**config.mk**
```make
export PLATFORM = sky130hd
export DESIGN_NAME = quintic_velocity_profile
export DESIGN_NICKNAME = d
export VERILOG_FILES = /design/src/rtl/qvp_pkg.sv /design/src/rtl/quintic_velocity_profile.sv
export SDC_FILE = /design/constraint.sdc
export NUM_CORES = 2
export LEC_CHECK = 0
export BUFFER_PORTS_ARGS = -buffer_cell sky130_fd_sc_hd__buf_2
export CAP_MARGIN = 25
export CORE_MARGIN = 1.5
export CORE_UTILIZATION = 64
export DETAILED_ROUTE_END_ITERATION = 10
export PLACE_DENSITY = 0.86
export SYNTH_ARGS = -nofsm -noshare
export SYNTH_HDL_FRONTEND = slang
export SYNTH_SLANG_ARGS = --single-unit
```
**constraint.sdc**
```tcl
create_clock -name clock -period 8.9 [get_ports clock]
set_clock_uncertainty 0.15 [all_clocks]
set_input_delay 2.67 -clock clock [delete_from_list [all_inputs] [get_ports clock]]
set_output_delay 2.67 -clock clock [all_outputs]
set_load 0.01 [all_outputs]
```
**src/rtl/qvp_pkg.sv**
```systemverilog
`timescale 1ns / 1ps
// Package for the quintic velocity profile block: opcodes, fixed-point constants.
// No dependencies; imported by quintic_velocity_profile and qvp_checker.
package qvp_pkg;

   localparam int FRAC_BITS = 16;

   localparam logic [1:0] OP_CLEAR = 2'd0;
   localparam logic [1:0] OP_START = 2'd1;
   localparam logic [1:0] OP_TICK  = 2'd2;
   localparam logic [1:0] OP_CHECK = 2'd3;

   localparam logic [31:0] EPS_RAW     = 32'd66;
   localparam logic [47:0] MIN_DUR     = 48'd78643;
   localparam logic [63:0] DUR_MAX     = 64'hFFFF_FFFF_FFFF;
   localparam logic [31:0] TOL_RESET   = 32'd66;
   localparam logic [16:0] ONE_Q       = 17'h10000;
   localparam logic [33:0] MS_PER_SEC  = 34'd1000;

   localparam int REQ_DATA_W = 160;
   localparam int RSP_DATA_W = 40;

   typedef logic [REQ_DATA_W-1:0] req_data_type;
   typedef logic [RSP_DATA_W-1:0] rsp_data_type;

endpackage

```
**src/rtl/quintic_velocity_profile.sv**
```systemverilog
`timescale 1ns / 1ps
// Quintic velocity profile planner with shared bit-serial multiplier, divider, square root.
// Depends on qvp_pkg.
// After a word is accepted: clear and idle tick go straight to S_DONE, check through S_CHECK;
// a running tick steps S_TMUL through S_TDIVV in turn; an expired tick stops after S_TMUL.
// Start steps S_MX, S_MY, S_SQRT, S_DDUR; a short move or zero speed limit skips S_DDUR.
// One word in work at a time: next word taken in the cycle after its result is registered,
// also while that result waits. Reset clears the plan, speed limit to 0, tolerance to 66.
module quintic_velocity_profile (
   input  logic                  clock,
   input  logic                  reset,
   input  logic                  req_tvalid,
   output logic                  req_tready,
   input  qvp_pkg::req_data_type req_tdata,  // start_x, start_y, dest_x, dest_y, now_ms
   input  logic [1:0]            req_tuser,  // opcode
   output logic                  rsp_tvalid,
   input  logic                  rsp_tready,
   output qvp_pkg::rsp_data_type rsp_tdata,  // velocity, active, replan, zero pad
   input  logic                  csr_we,
   input  logic                  csr_index,
   input  logic [31:0]           csr_wdata
);
   import qvp_pkg::*;

   localparam logic [3:0] S_IDLE  = 4'd0;
   localparam logic [3:0] S_MX    = 4'd1;
   localparam logic [3:0] S_MY    = 4'd2;
   localparam logic [3:0] S_SQRT  = 4'd3;
   localparam logic [3:0] S_DDUR  = 4'd4;
   localparam logic [3:0] S_TMUL  = 4'd5;
   localparam logic [3:0] S_TDIVU = 4'd6;
   localparam logic [3:0] S_TW    = 4'd7;
   localparam logic [3:0] S_TP    = 4'd8;
   localparam logic [3:0] S_TV    = 4'd9;
   localparam logic [3:0] S_TDIVV = 4'd10;
   localparam logic [3:0] S_CHECK = 4'd11;
   localparam logic [3:0] S_DONE  = 4'd12;

   logic [3:0]  state_ff, state_in;
   logic        rsp_valid_ff, rsp_valid_in;
   rsp_data_type rsp_data_ff, rsp_data_in;
   logic [31:0] spd_lim_ff, spd_lim_in, tol_ff, tol_in;
   logic [31:0] goal_x_ff, goal_x_in, goal_y_ff, goal_y_in, begin_ff, begin_in;
   logic [33:0] path_ff, path_in;
   logic [47:0] dur_ff, dur_in;
   logic        running_ff, running_in;

   logic [31:0] tx_ff, tx_in, ty_ff, ty_in, now_ff, now_in;
   logic [32:0] ay_ff, ay_in;
   logic [65:0] sum_ff, sum_in;
   logic [31:0] vel_ff, vel_in;
   logic        rep_ff, rep_in;
   logic [6:0]  cnt_ff, cnt_in;
   logic [65:0] mul_a_ff, mul_a_in, mul_p_ff, mul_p_in;
   logic [33:0] mul_b_ff, mul_b_in;
   logic [59:0] div_r_ff, div_r_in;
   logic [63:0] div_n_ff, div_n_in, div_q_ff, div_q_in;
   logic [57:0] div_d_ff, div_d_in;
   logic [65:0] sq_rad_ff, sq_rad_in;
   logic [35:0] sq_rem_ff, sq_rem_in;
   logic [32:0] sq_root_ff, sq_root_in;

   logic [31:0] in_sx, in_sy, in_tx, in_ty;
   logic [32:0] dx, dy, ax, ay, gdx, gdy, gmx, gmy;
   logic [65:0] mul_p_step;
   logic [60:0] div_rs;
   logic        div_ge;
   logic [35:0] sq_r2;
   logic [34:0] sq_trial;
   logic        sq_ge;
   logic [36:0] dist15;
   logic [47:0] elapsed;
   logic [29:0] ww;
   logic [34:0] p30;
   logic [31:0] tol_eff;
   logic        step_done;

   assign in_sx = req_tdata[31:0];
   assign in_sy = req_tdata[63:32];
   assign in_tx = req_tdata[95:64];
   assign in_ty = req_tdata[127:96];

   always_comb begin
      dx  = {in_tx[31], in_tx} - {in_sx[31], in_sx};
      dy  = {in_ty[31], in_ty} - {in_sy[31], in_sy};
      ax  = dx[32] ? (33'd0 - dx) : dx;
      ay  = dy[32] ? (33'd0 - dy) : dy;
      gdx = {goal_x_ff[31], goal_x_ff} - {tx_ff[31], tx_ff};
      gdy = {goal_y_ff[31], goal_y_ff} - {ty_ff[31], ty_ff};
      gmx = gdx[32] ? (33'd0 - gdx) : gdx;
      gmy = gdy[32] ? (33'd0 - gdy) : gdy;
      tol_eff = (tol_ff == 32'd0) ? EPS_RAW : tol_ff;
      mul_p_step = mul_b_ff[0] ? (mul_p_ff + mul_a_ff) : mul_p_ff;
      div_rs = {div_r_ff, div_n_ff[63]};
      div_ge = div_rs >= {3'b000, div_d_ff};
      sq_r2 = {sq_rem_ff[33:0], sq_rad_ff[65:64]};
      sq_trial = {sq_root_ff, 2'b01};
      sq_ge = sq_r2 >= {1'b0, sq_trial};
      dist15 = {sq_root_ff, 4'b0000} - {4'b0000, sq_root_ff};
      elapsed = {now_ff - begin_ff, 16'h0000};
      ww = mul_p_ff[29:0];
      p30 = {ww, 5'b00000} - {4'b0000, ww, 1'b0};
      step_done = (cnt_ff == 7'd0);
   end

   assign req_tready = (state_ff == S_IDLE);
   assign rsp_tvalid = rsp_valid_ff;
   assign rsp_tdata  = rsp_data_ff;

   always_comb begin
      state_in     = state_ff;
      rsp_valid_in = rsp_valid_ff && !rsp_tready;
      rsp_data_in  = rsp_data_ff;
      spd_lim_in   = spd_lim_ff;
      tol_in       = tol_ff;
      goal_x_in    = goal_x_ff;
      goal_y_in    = goal_y_ff;
      begin_in     = begin_ff;
      path_in      = path_ff;
      dur_in       = dur_ff;
      running_in   = running_ff;
      tx_in = tx_ff; ty_in = ty_ff; now_in = now_ff; ay_in = ay_ff;
      sum_in = sum_ff; vel_in = vel_ff; rep_in = rep_ff;
      cnt_in = cnt_ff;
      mul_a_in = mul_a_ff; mul_b_in = mul_b_ff; mul_p_in = mul_p_ff;
      div_r_in = div_r_ff; div_n_in = div_n_ff; div_q_in = div_q_ff; div_d_in = div_d_ff;
      sq_rad_in = sq_rad_ff; sq_rem_in = sq_rem_ff; sq_root_in = sq_root_ff;

      if (csr_we) begin
         if (csr_index) tol_in = csr_wdata;
         else           spd_lim_in = csr_wdata;
      end

      // advance whichever serial unit the state owns
      if (!step_done) begin
         cnt_in = cnt_ff - 7'd1;
         unique case (state_ff)
            S_MX, S_MY, S_TMUL, S_TW, S_TP, S_TV: begin
               mul_p_in = mul_p_step;
               mul_a_in = {mul_a_ff[64:0], 1'b0};
               mul_b_in = {1'b0, mul_b_ff[33:1]};
            end
            S_DDUR, S_TDIVU, S_TDIVV: begin
               div_r_in = div_ge ? 60'(div_rs - {3'b000, div_d_ff}) : div_rs[59:0];
               div_n_in = {div_n_ff[62:0], 1'b0};
               div_q_in = {div_q_ff[62:0], div_ge};
            end
            S_SQRT: begin
               sq_rem_in  = sq_ge ? (sq_r2 - {1'b0, sq_trial}) : sq_r2;
               sq_root_in = {sq_root_ff[31:0], sq_ge};
               sq_rad_in  = {sq_rad_ff[63:0], 2'b00};
            end
            default: begin
            end
         endcase
      end

      unique case (state_ff)
         S_IDLE: begin
            if (req_tvalid) begin
               tx_in  = in_tx;
               ty_in  = in_ty;
               now_in = req_tdata[159:128];
               vel_in = 32'd0;
               rep_in = 1'b0;
               unique case (req_tuser)
                  OP_CLEAR: begin
                     goal_x_in = '0; goal_y_in = '0; begin_in = '0;
                     path_in = '0; dur_in = '0; running_in = 1'b0;
                     state_in = S_DONE;
                  end
                  OP_START: begin
                     ay_in = ay;
                     mul_a_in = {33'd0, ax};
                     mul_b_in = {1'b0, ax};
                     mul_p_in = '0;
                     cnt_in = 7'd33;
                     state_in = S_MX;
                  end
                  OP_TICK: begin
                     if (!running_ff || spd_lim_ff == 32'd0) begin
                        state_in = S_DONE;
                     end else begin
                        mul_a_in = {18'd0, dur_ff};
                        mul_b_in = MS_PER_SEC;
                        mul_p_in = '0;
                        cnt_in = 7'd10;
                        state_in = S_TMUL;
                     end
                  end
                  default: state_in = S_CHECK;
               endcase
            end
         end
         S_MX: if (step_done) begin
            sum_in = mul_p_ff;
            mul_a_in = {33'd0, ay_ff};
            mul_b_in = {1'b0, ay_ff};
            mul_p_in = '0;
            cnt_in = 7'd33;
            state_in = S_MY;
         end
         S_MY: if (step_done) begin
            sq_rad_in = sum_ff + mul_p_ff;
            sq_rem_in = '0;
            sq_root_in = '0;
            cnt_in = 7'd33;
            state_in = S_SQRT;
         end
         S_SQRT: if (step_done) begin
            goal_x_in = tx_ff;
            goal_y_in = ty_ff;
            path_in = {1'b0, sq_root_ff};
            begin_in = now_ff;
            if (sq_root_ff <= {1'b0, EPS_RAW} || spd_lim_ff == 32'd0) begin
               dur_in = MIN_DUR;
               running_in = 1'b0;
               state_in = S_DONE;
            end else begin
               div_r_in = '0;
               div_n_in = {11'd0, dist15, 16'h0000};
               div_d_in = {23'd0, spd_lim_ff, 3'b000};
               div_q_in = '0;
               cnt_in = 7'd64;
               state_in = S_DDUR;
            end
         end
         S_DDUR: if (step_done) begin
            if (div_q_ff > DUR_MAX)                dur_in = DUR_MAX[47:0];
            else if (div_q_ff[47:0] < MIN_DUR)     dur_in = MIN_DUR;
            else                                   dur_in = div_q_ff[47:0];
            running_in = 1'b1;
            state_in = S_DONE;
         end
         S_TMUL: if (step_done) begin
            if ({10'd0, elapsed} >= mul_p_ff[57:0]) begin
               running_in = 1'b0;
               state_in = S_DONE;
            end else begin
               div_r_in = {12'd0, elapsed};
               div_n_in = '0;
               div_d_in = mul_p_ff[57:0];
               div_q_in = '0;
               cnt_in = 7'd16;
               state_in = S_TDIVU;
            end
         end
         S_TDIVU: if (step_done) begin
            mul_a_in = {50'd0, div_q_ff[15:0]};
            mul_b_in = {17'd0, ONE_Q - {1'b0, div_q_ff[15:0]}};
            mul_p_in = '0;
            cnt_in = 7'd17;
            state_in = S_TW;
         end
         S_TW: if (step_done) begin
            mul_a_in = {51'd0, mul_p_ff[30:16]};
            mul_b_in = {19'd0, mul_p_ff[30:16]};
            mul_p_in = '0;
            cnt_in = 7'd15;
            state_in = S_TP;
         end
         S_TP: if (step_done) begin
            mul_a_in = {32'd0, path_ff};
            mul_b_in = {15'd0, p30[34:16]};
            mul_p_in = '0;
            cnt_in = 7'd19;
            state_in = S_TV;
         end
         S_TV: if (step_done) begin
            div_r_in = '0;
            div_n_in = mul_p_ff[63:0];
            div_d_in = {10'd0, dur_ff};
            div_q_in = '0;
            cnt_in = 7'd64;
            state_in = S_TDIVV;
         end
         S_TDIVV: if (step_done) begin
            vel_in = (div_q_ff > {32'd0, spd_lim_ff}) ? spd_lim_ff : div_q_ff[31:0];
            state_in = S_DONE;
         end
         S_CHECK: begin
            rep_in = !running_ff || (gmx > {1'b0, tol_eff}) || (gmy > {1'b0, tol_eff});
            state_in = S_DONE;
         end
         S_DONE: begin
            // hold until the output register is free
            if (!rsp_valid_ff || rsp_tready) begin
               rsp_valid_in = 1'b1;
               rsp_data_in = {6'd0, rep_ff, running_ff, vel_ff};
               state_in = S_IDLE;
            end
         end
         default: state_in = S_IDLE;
      endcase
   end

   always_ff @(posedge clock) begin
      if (reset) begin
         state_ff     <= S_IDLE;
         rsp_valid_ff <= 1'b0;
         spd_lim_ff   <= 32'd0;
         tol_ff       <= TOL_RESET;
         goal_x_ff    <= '0;
         goal_y_ff    <= '0;
         begin_ff     <= '0;
         path_ff      <= '0;
         dur_ff       <= '0;
         running_ff   <= 1'b0;
         cnt_ff       <= '0;
      end else begin
         state_ff     <= state_in;
         rsp_valid_ff <= rsp_valid_in;
         spd_lim_ff   <= spd_lim_in;
         tol_ff       <= tol_in;
         goal_x_ff    <= goal_x_in;
         goal_y_ff    <= goal_y_in;
         begin_ff     <= begin_in;
         path_ff      <= path_in;
         dur_ff       <= dur_in;
         running_ff   <= running_in;
         cnt_ff       <= cnt_in;
      end
   end

   always_ff @(posedge clock) begin
      rsp_data_ff <= rsp_data_in;
      tx_ff <= tx_in;
      ty_ff <= ty_in;
      now_ff <= now_in;
      ay_ff <= ay_in;
      sum_ff <= sum_in;
      vel_ff <= vel_in;
      rep_ff <= rep_in;
      mul_a_ff <= mul_a_in;
      mul_b_ff <= mul_b_in;
      mul_p_ff <= mul_p_in;
      div_r_ff <= div_r_in;
      div_n_ff <= div_n_in;
      div_q_ff <= div_q_in;
      div_d_ff <= div_d_in;
      sq_rad_ff <= sq_rad_in;
      sq_rem_ff <= sq_rem_in;
      sq_root_ff <= sq_root_in;
   end

endmodule

```
; ---- Word level (Yosys, flattened, before mapping)
; Cells that the tools add are included.
[word_totals]
wordCells = 270
output_inout_bits = 42
ff_bits = 1064
inputBits = 200
[op_classes]
n_bitwise = 1
n_mux = 143
magnitude_cmp = 9
n_eq_ne = 32
addsub = 17
reduce_logical = 38
[ops]
columns = cell, n
row1 = 66-bit two-way mux, 18
row2 = 64-bit two-way mux, 14
row3 = 60-bit two-way mux, 8
row4 = 66-bit case mux with 2 select lines, 3
row5 = 64-bit case mux with 3 select lines, 2
row6 = 34-bit two-way mux, 11
row7 = 48-bit two-way mux, 7
row8 = 66-bit case mux with 5 select lines, 1
row9 = 32-bit two-way mux, 10
row10 = 58-bit two-way mux, 5
row11 = 32-bit case mux with 2 select lines, 4
row12 = 33-bit two-way mux, 7
row13 = 36-bit two-way mux, 5
row14 = 60-bit case mux with 3 select lines, 1
row15 = 58-bit case mux with 3 select lines, 1
row16 = 34-bit case mux with 5 select lines, 1
row17 = 48-bit case mux with 3 select lines, 1
row18 = 34-bit case mux with 2 select lines, 2
row19 = 66-bit adder, 2
row20 = "1-bit by 33-bit subtractor with 33-bit output, first input constant", 4
row21 = 32-bit by 32-bit subtractor with 33-bit output, 4
row22 = 7-bit two-way mux, 12
row23 = 33-bit by 32-bit > comparator with 1-bit output, 2
row24 = 64-bit by 32-bit > comparator with 1-bit output, 1
row25 = 50 further kinds, 114

; ---- Longest topological paths before layout
[logic_depth]
ltp_word = 8
mapped_depth = 31
ltp_nobuf = 30

; ---- Least setup slack after synthesis
; Ideal clock, no wire load.
[synth_path]
path_type = register to register
from = reg now_ff[0]
to = reg div_d_ff[0], enable pin
path_buffers = 2
synth_period_minus_slack_ns = 7.605
t_required_ns = 8.305
setup_slack_ns = 1.295
arrival_time_ns = 7.010
setup_ns = 0.445
stages_incl_launch_ff = 28
cell_sequence = edfxtp_1 > inv_1 > ha_1 > inv_1 > fa_1 > a21o_1 > a21o_1 > a21oi_1 > o21ai_0 > o41ai_1 > o221a_2 > o2111ai_1 > a31oi_1 > o21bai_1 > a21oi_1 > xnor2_1 > ha_1 > a21oi_1 > nor2b_1 > o211ai_1 > a31oi_1 > a311oi_1 > inv_1 > nor3_1 > a21oi_1 > clkinv_1 > clkbuf_1 > clkbuf_1
[synth_between]
elab_chain_len = 4
[synth_lines]
columns = element, line_no
row1 = start: declaration, quintic_velocity_profile.sv:48  ; logic [31:0] tx_ff, tx_in, ty_ff, ty_in, now_ff, now_in;
row2 = start signal: assignment, quintic_velocity_profile.sv:329  ; now_ff <= now_in;
row3 = 32-bit subtractor, quintic_velocity_profile.sv:100  ; elapsed = {now_ff - begin_ff, 16'h0000};
row4 = 48-bit by 58-bit greater-or-equal comparator with 1-bit output, quintic_velocity_profile.sv:236  ; if ({10'd0, elapsed} >= mul_p_ff[57:0]) begin
row5 = 2-bit != test (no source line), n/a
row6 = 6-bit AND reduction (no source line), n/a
row7 = end signal: assignment, quintic_velocity_profile.sv:340  ; div_d_ff <= div_d_in;
row8 = end: declaration, quintic_velocity_profile.sv:58  ; logic [57:0] div_d_ff, div_d_in;
; No other way between the ends.
; A chain may end at the register's enable or synchronous reset.

; ---- Worst setup path after layout
[layout_path]
from = reg now_ff[0]
to = reg div_n_ff[50]
[layout_between]
elab_chain_len = 5
[layout_lines]
columns = element, line_no
row1 = 32-bit subtractor, quintic_velocity_profile.sv:100
row2 = 48-bit by 58-bit greater-or-equal comparator with 1-bit output, quintic_velocity_profile.sv:236
row3 = 64-bit two-way mux, quintic_velocity_profile.sv:236
row4 = 64-bit two-way mux, quintic_velocity_profile.sv:235  ; S_TMUL: if (step_done) begin
row5 = 64-bit case mux with 3 select lines, quintic_velocity_profile.sv:158  ; unique case (state_ff)
row6 = net div_n_in[50], quintic_velocity_profile.sv:57  ; logic [63:0] div_n_ff, div_n_in, div_q_ff, div_q_in;
row7 = end signal: assignment, quintic_velocity_profile.sv:338  ; div_n_ff <= div_n_in;
row8 = end: declaration, quintic_velocity_profile.sv:57
; The timed path passes the listed nets, and every way through them passes these cells.

==> reports/results.txt <==
root buf cell: clkbuf_16
via count: 70400
worst slew pin tran: 1250 ps
cell count after synthesis: 8882
full die area: 114000 µm²
die width: 338 µm
Yosys top cell by area: dfxtp_1
GRT Overall Usage: 44.3%
hpwl dp: 192 mm
fin area: 78500 µm²
Crit Path Class: flip-flop to flip-flop
period utilization: 89.8%
row count: 122
Setup WS pre-CTS: 1250 ps
top-count cell post-synth: nand2_1
DIE HEIGHT: 338 µm
CTS H-Tree Depth: 3
critical path startpoint category: flip-flop
number of synthesized flops with an enable pin: 320
main combinational cell family by area after synthesis: compound AO/OA/AOI/OAI gates
TritonRoute pass-1 iters: 11
# Max-Cap Violations: 0
mean post-synth cell area: 8.08 µm²
Gates resized, CTS repair: 0
worst endpoint required time: 9340 ps
clock edge transition at the registers on the reported setup and hold paths: 60 ps
CP top delay family: compound AO/OA/AOI/OAI gates
status: completed
Max Fclk: 125 MHz
Post-Syn Area: 71800 µm²
ANT nets after route: 0
Seq/Total Area, Yosys: 34.0%
initial antenna violation count: 11
fill count: 8797
crit-path most repeated cell: a21oi_1
Final WS setup: 911 ps
initial DRC count: 8643
Crit path largest cell delay: 620 ps
IO Port Bufs: 235
Setup Fix Bufs, Post-CTS: 0
Max Slew Vio Count: 0
Area after DPL: 74200 µm²
core area: 111000 µm²
worst-path maximum fanout: 125
top cells by area, synth: dfxtp_1 (21%), edfxtp_1 (13%), ha_1 (10%)
CTS Buf Count: 118
Final #Nets: 9694
register bit total from synthesis: 1061
maximum vdd drop: 0.433 mV
WL final: 261 mm
leak pwr: 32.4 nW
Initial Utilization: 64.7%
TNS Setup: 0 ps
clock sink count: 1061
CTS tree: done
Routed wire per std cell: 24.9 µm
largest net degree at the start of global routing: 126
Unique masters post-synth: 104
Post-Synth Adder-Cell Area: 10.3%
Synth Area in Compound Gates: 24.8%
Post-synth top cells: nand2_1 (1273), a21oi_1 (1067), dfxtp_1 (741)
GP Congestion: 1.06
Clock Tree Buf Depth: 3
Worst path slowest cell: o41ai_1
DR vias/cell: 6.70
Ports: 242
P per Cell Area: 362 nW/µm²
ys flop type: dfxtp_1
vias in the first global route: 66600
Remaining Overflow, GRT: 0
post-synthesis async set-or-reset flop share: 0%
Rel. slew slack: 16.6%
clock period minus final worst setup slack: 7990 ps
Area growth, synth to finish: 9.30%
endpoint class of the critical path: flip-flop
# setup viols final: 0
YS warnings: 0
WP buf/inv: 7
Post-Synth XOR/XNOR Area: 6.15%
Clock Latency Late Sink: 760 ps
worst path arrival time: 8430 ps
DRC viols: 0
first-pass GRT wire length: 391 mm
post-synth top area share: 20.7%
RSZ-0062 raised after global routing: no
Post-CTS Hold Fix Bufs: 0
Hold Path Class: flip-flop to flip-flop
mux cell area share after synthesis: 2.62%
endpoints failing hold: 0
post-synthesis simple-gate area fraction: 17.0%
layout cell share with drive strength beyond 1: 7.16%
## flip-flops by register name, indices dropped and copies added, names as in the netlist, 34 cells and up
register / flops
mul_p_ff: 66
mul_a_ff: 66
div_r_ff: 60
dur_ff: 48
div_d_ff: 58
div_q_ff: 64
sq_rem_ff: 34
sum_ff: 66
mul_b_ff: 34
rsp_tdata: 34
div_n_ff: 64
sq_rad_ff: 66
## cells by family after synthesis
| kind of cell | Yosys count |
|---|---|
| compound gates | 2877 |
| simple gates | 2713 |
| flops | 1061 |
| buf+inv | 951 |
| fa+ha+maj | 588 |
| xor+xnor | 504 |
| mux | 187 |
| other cells | 1 |
## final cells by class
type                       count  area (µm²)  area share, %
multi-input combinational   6875       44000           56.0
sequential                  1061       24400           31.1
clock buffer                 159        3400           4.33
timing repair buffer         346        2110           2.69
inverter                     504        1900           2.42
tap                         1488        1860           2.37
clock inverter                66         757          0.965
antenna                        8        20.0         0.0255
## layout by cell type, fill, tap and decap left out, types with 48 or more instances in the layout
master | Yosys | final
clkbuf_16 | 0 | 125
and2_1 | 50 | 48
a21oi_1 | 1067 | 1063
inv_1 | 501 | 500
o22ai_1 | 61 | 61
nand2_1 | 1273 | 1269
nor4_1 | 64 | 63
a31oi_1 | 102 | 100
xor2_1 | 195 | 195
nand4_1 | 87 | 87
nand3_1 | 254 | 253
o211ai_1 | 87 | 87
a22oi_1 | 101 | 101
nor2_1 | 528 | 515
a21o_1 | 261 | 260
nor2b_1 | 82 | 80
nor3_1 | 99 | 95
ha_1 | 580 | 579
buf_2 | 11 | 234
o21bai_1 | 61 | 61
o21ai_1 | 74 | 72
dfxtp_1 | 741 | 741
buf_4 | 6 | 103
mux2i_1 | 182 | 182
a211oi_1 | 57 | 57
o21a_1 | 82 | 82
nand2b_1 | 71 | 71
a221oi_1 | 48 | 48
o21ai_0 | 527 | 526
and3_1 | 73 | 73
xnor2_1 | 309 | 309
edfxtp_1 | 320 | 320
## where the power goes
group          internal, mW  switching, mW
Sequential             6.08           1.02
Clock                  3.07           2.18
Combinational          5.63           10.5
## layer usage
metal / wire length [µm] / GRT usage, % / part of all wire [%]
met1: 97300 / 53.3 / 37
met2: 116000 / 70.2 / 44
met3: 26300 / 9.64 / 10
met4: 22000 / 32.2 / 8.4
met5: 70 / 0 / 0.027
## final timing paths
kind | from | end | slack [ps] | cells past startpoint
max | now_ff[0]$_DFFE_PP_ | div_n_ff[50]$_DFF_P_ | 910 | 31
min | vel_ff[27]$_SDFFCE_PN0P_ | rsp_tdata[27]$_DFFE_PP_ | 270 | 0
max reg2reg | now_ff[0]$_DFFE_PP_ | div_n_ff[50]$_DFF_P_ | 910 | 31
min reg2reg | vel_ff[27]$_SDFFCE_PN0P_ | rsp_tdata[27]$_DFFE_PP_ | 270 | 0
## metrics by stage
step           power, mW  hold slack [ps]  cells  utilization, %
2_1_floorplan       17.8              250   8887               -
3_3_place_gp        22.1              254  10300            66.8
3_5_place_dp        22.4              255  10300            66.9
4_1_cts             27.7              268  10500            70.6
5_1_grt             29.8              272  10500            70.7
6_report            28.4              267  10500            70.7
Note: power is estimated with default switching activity, not from simulation.
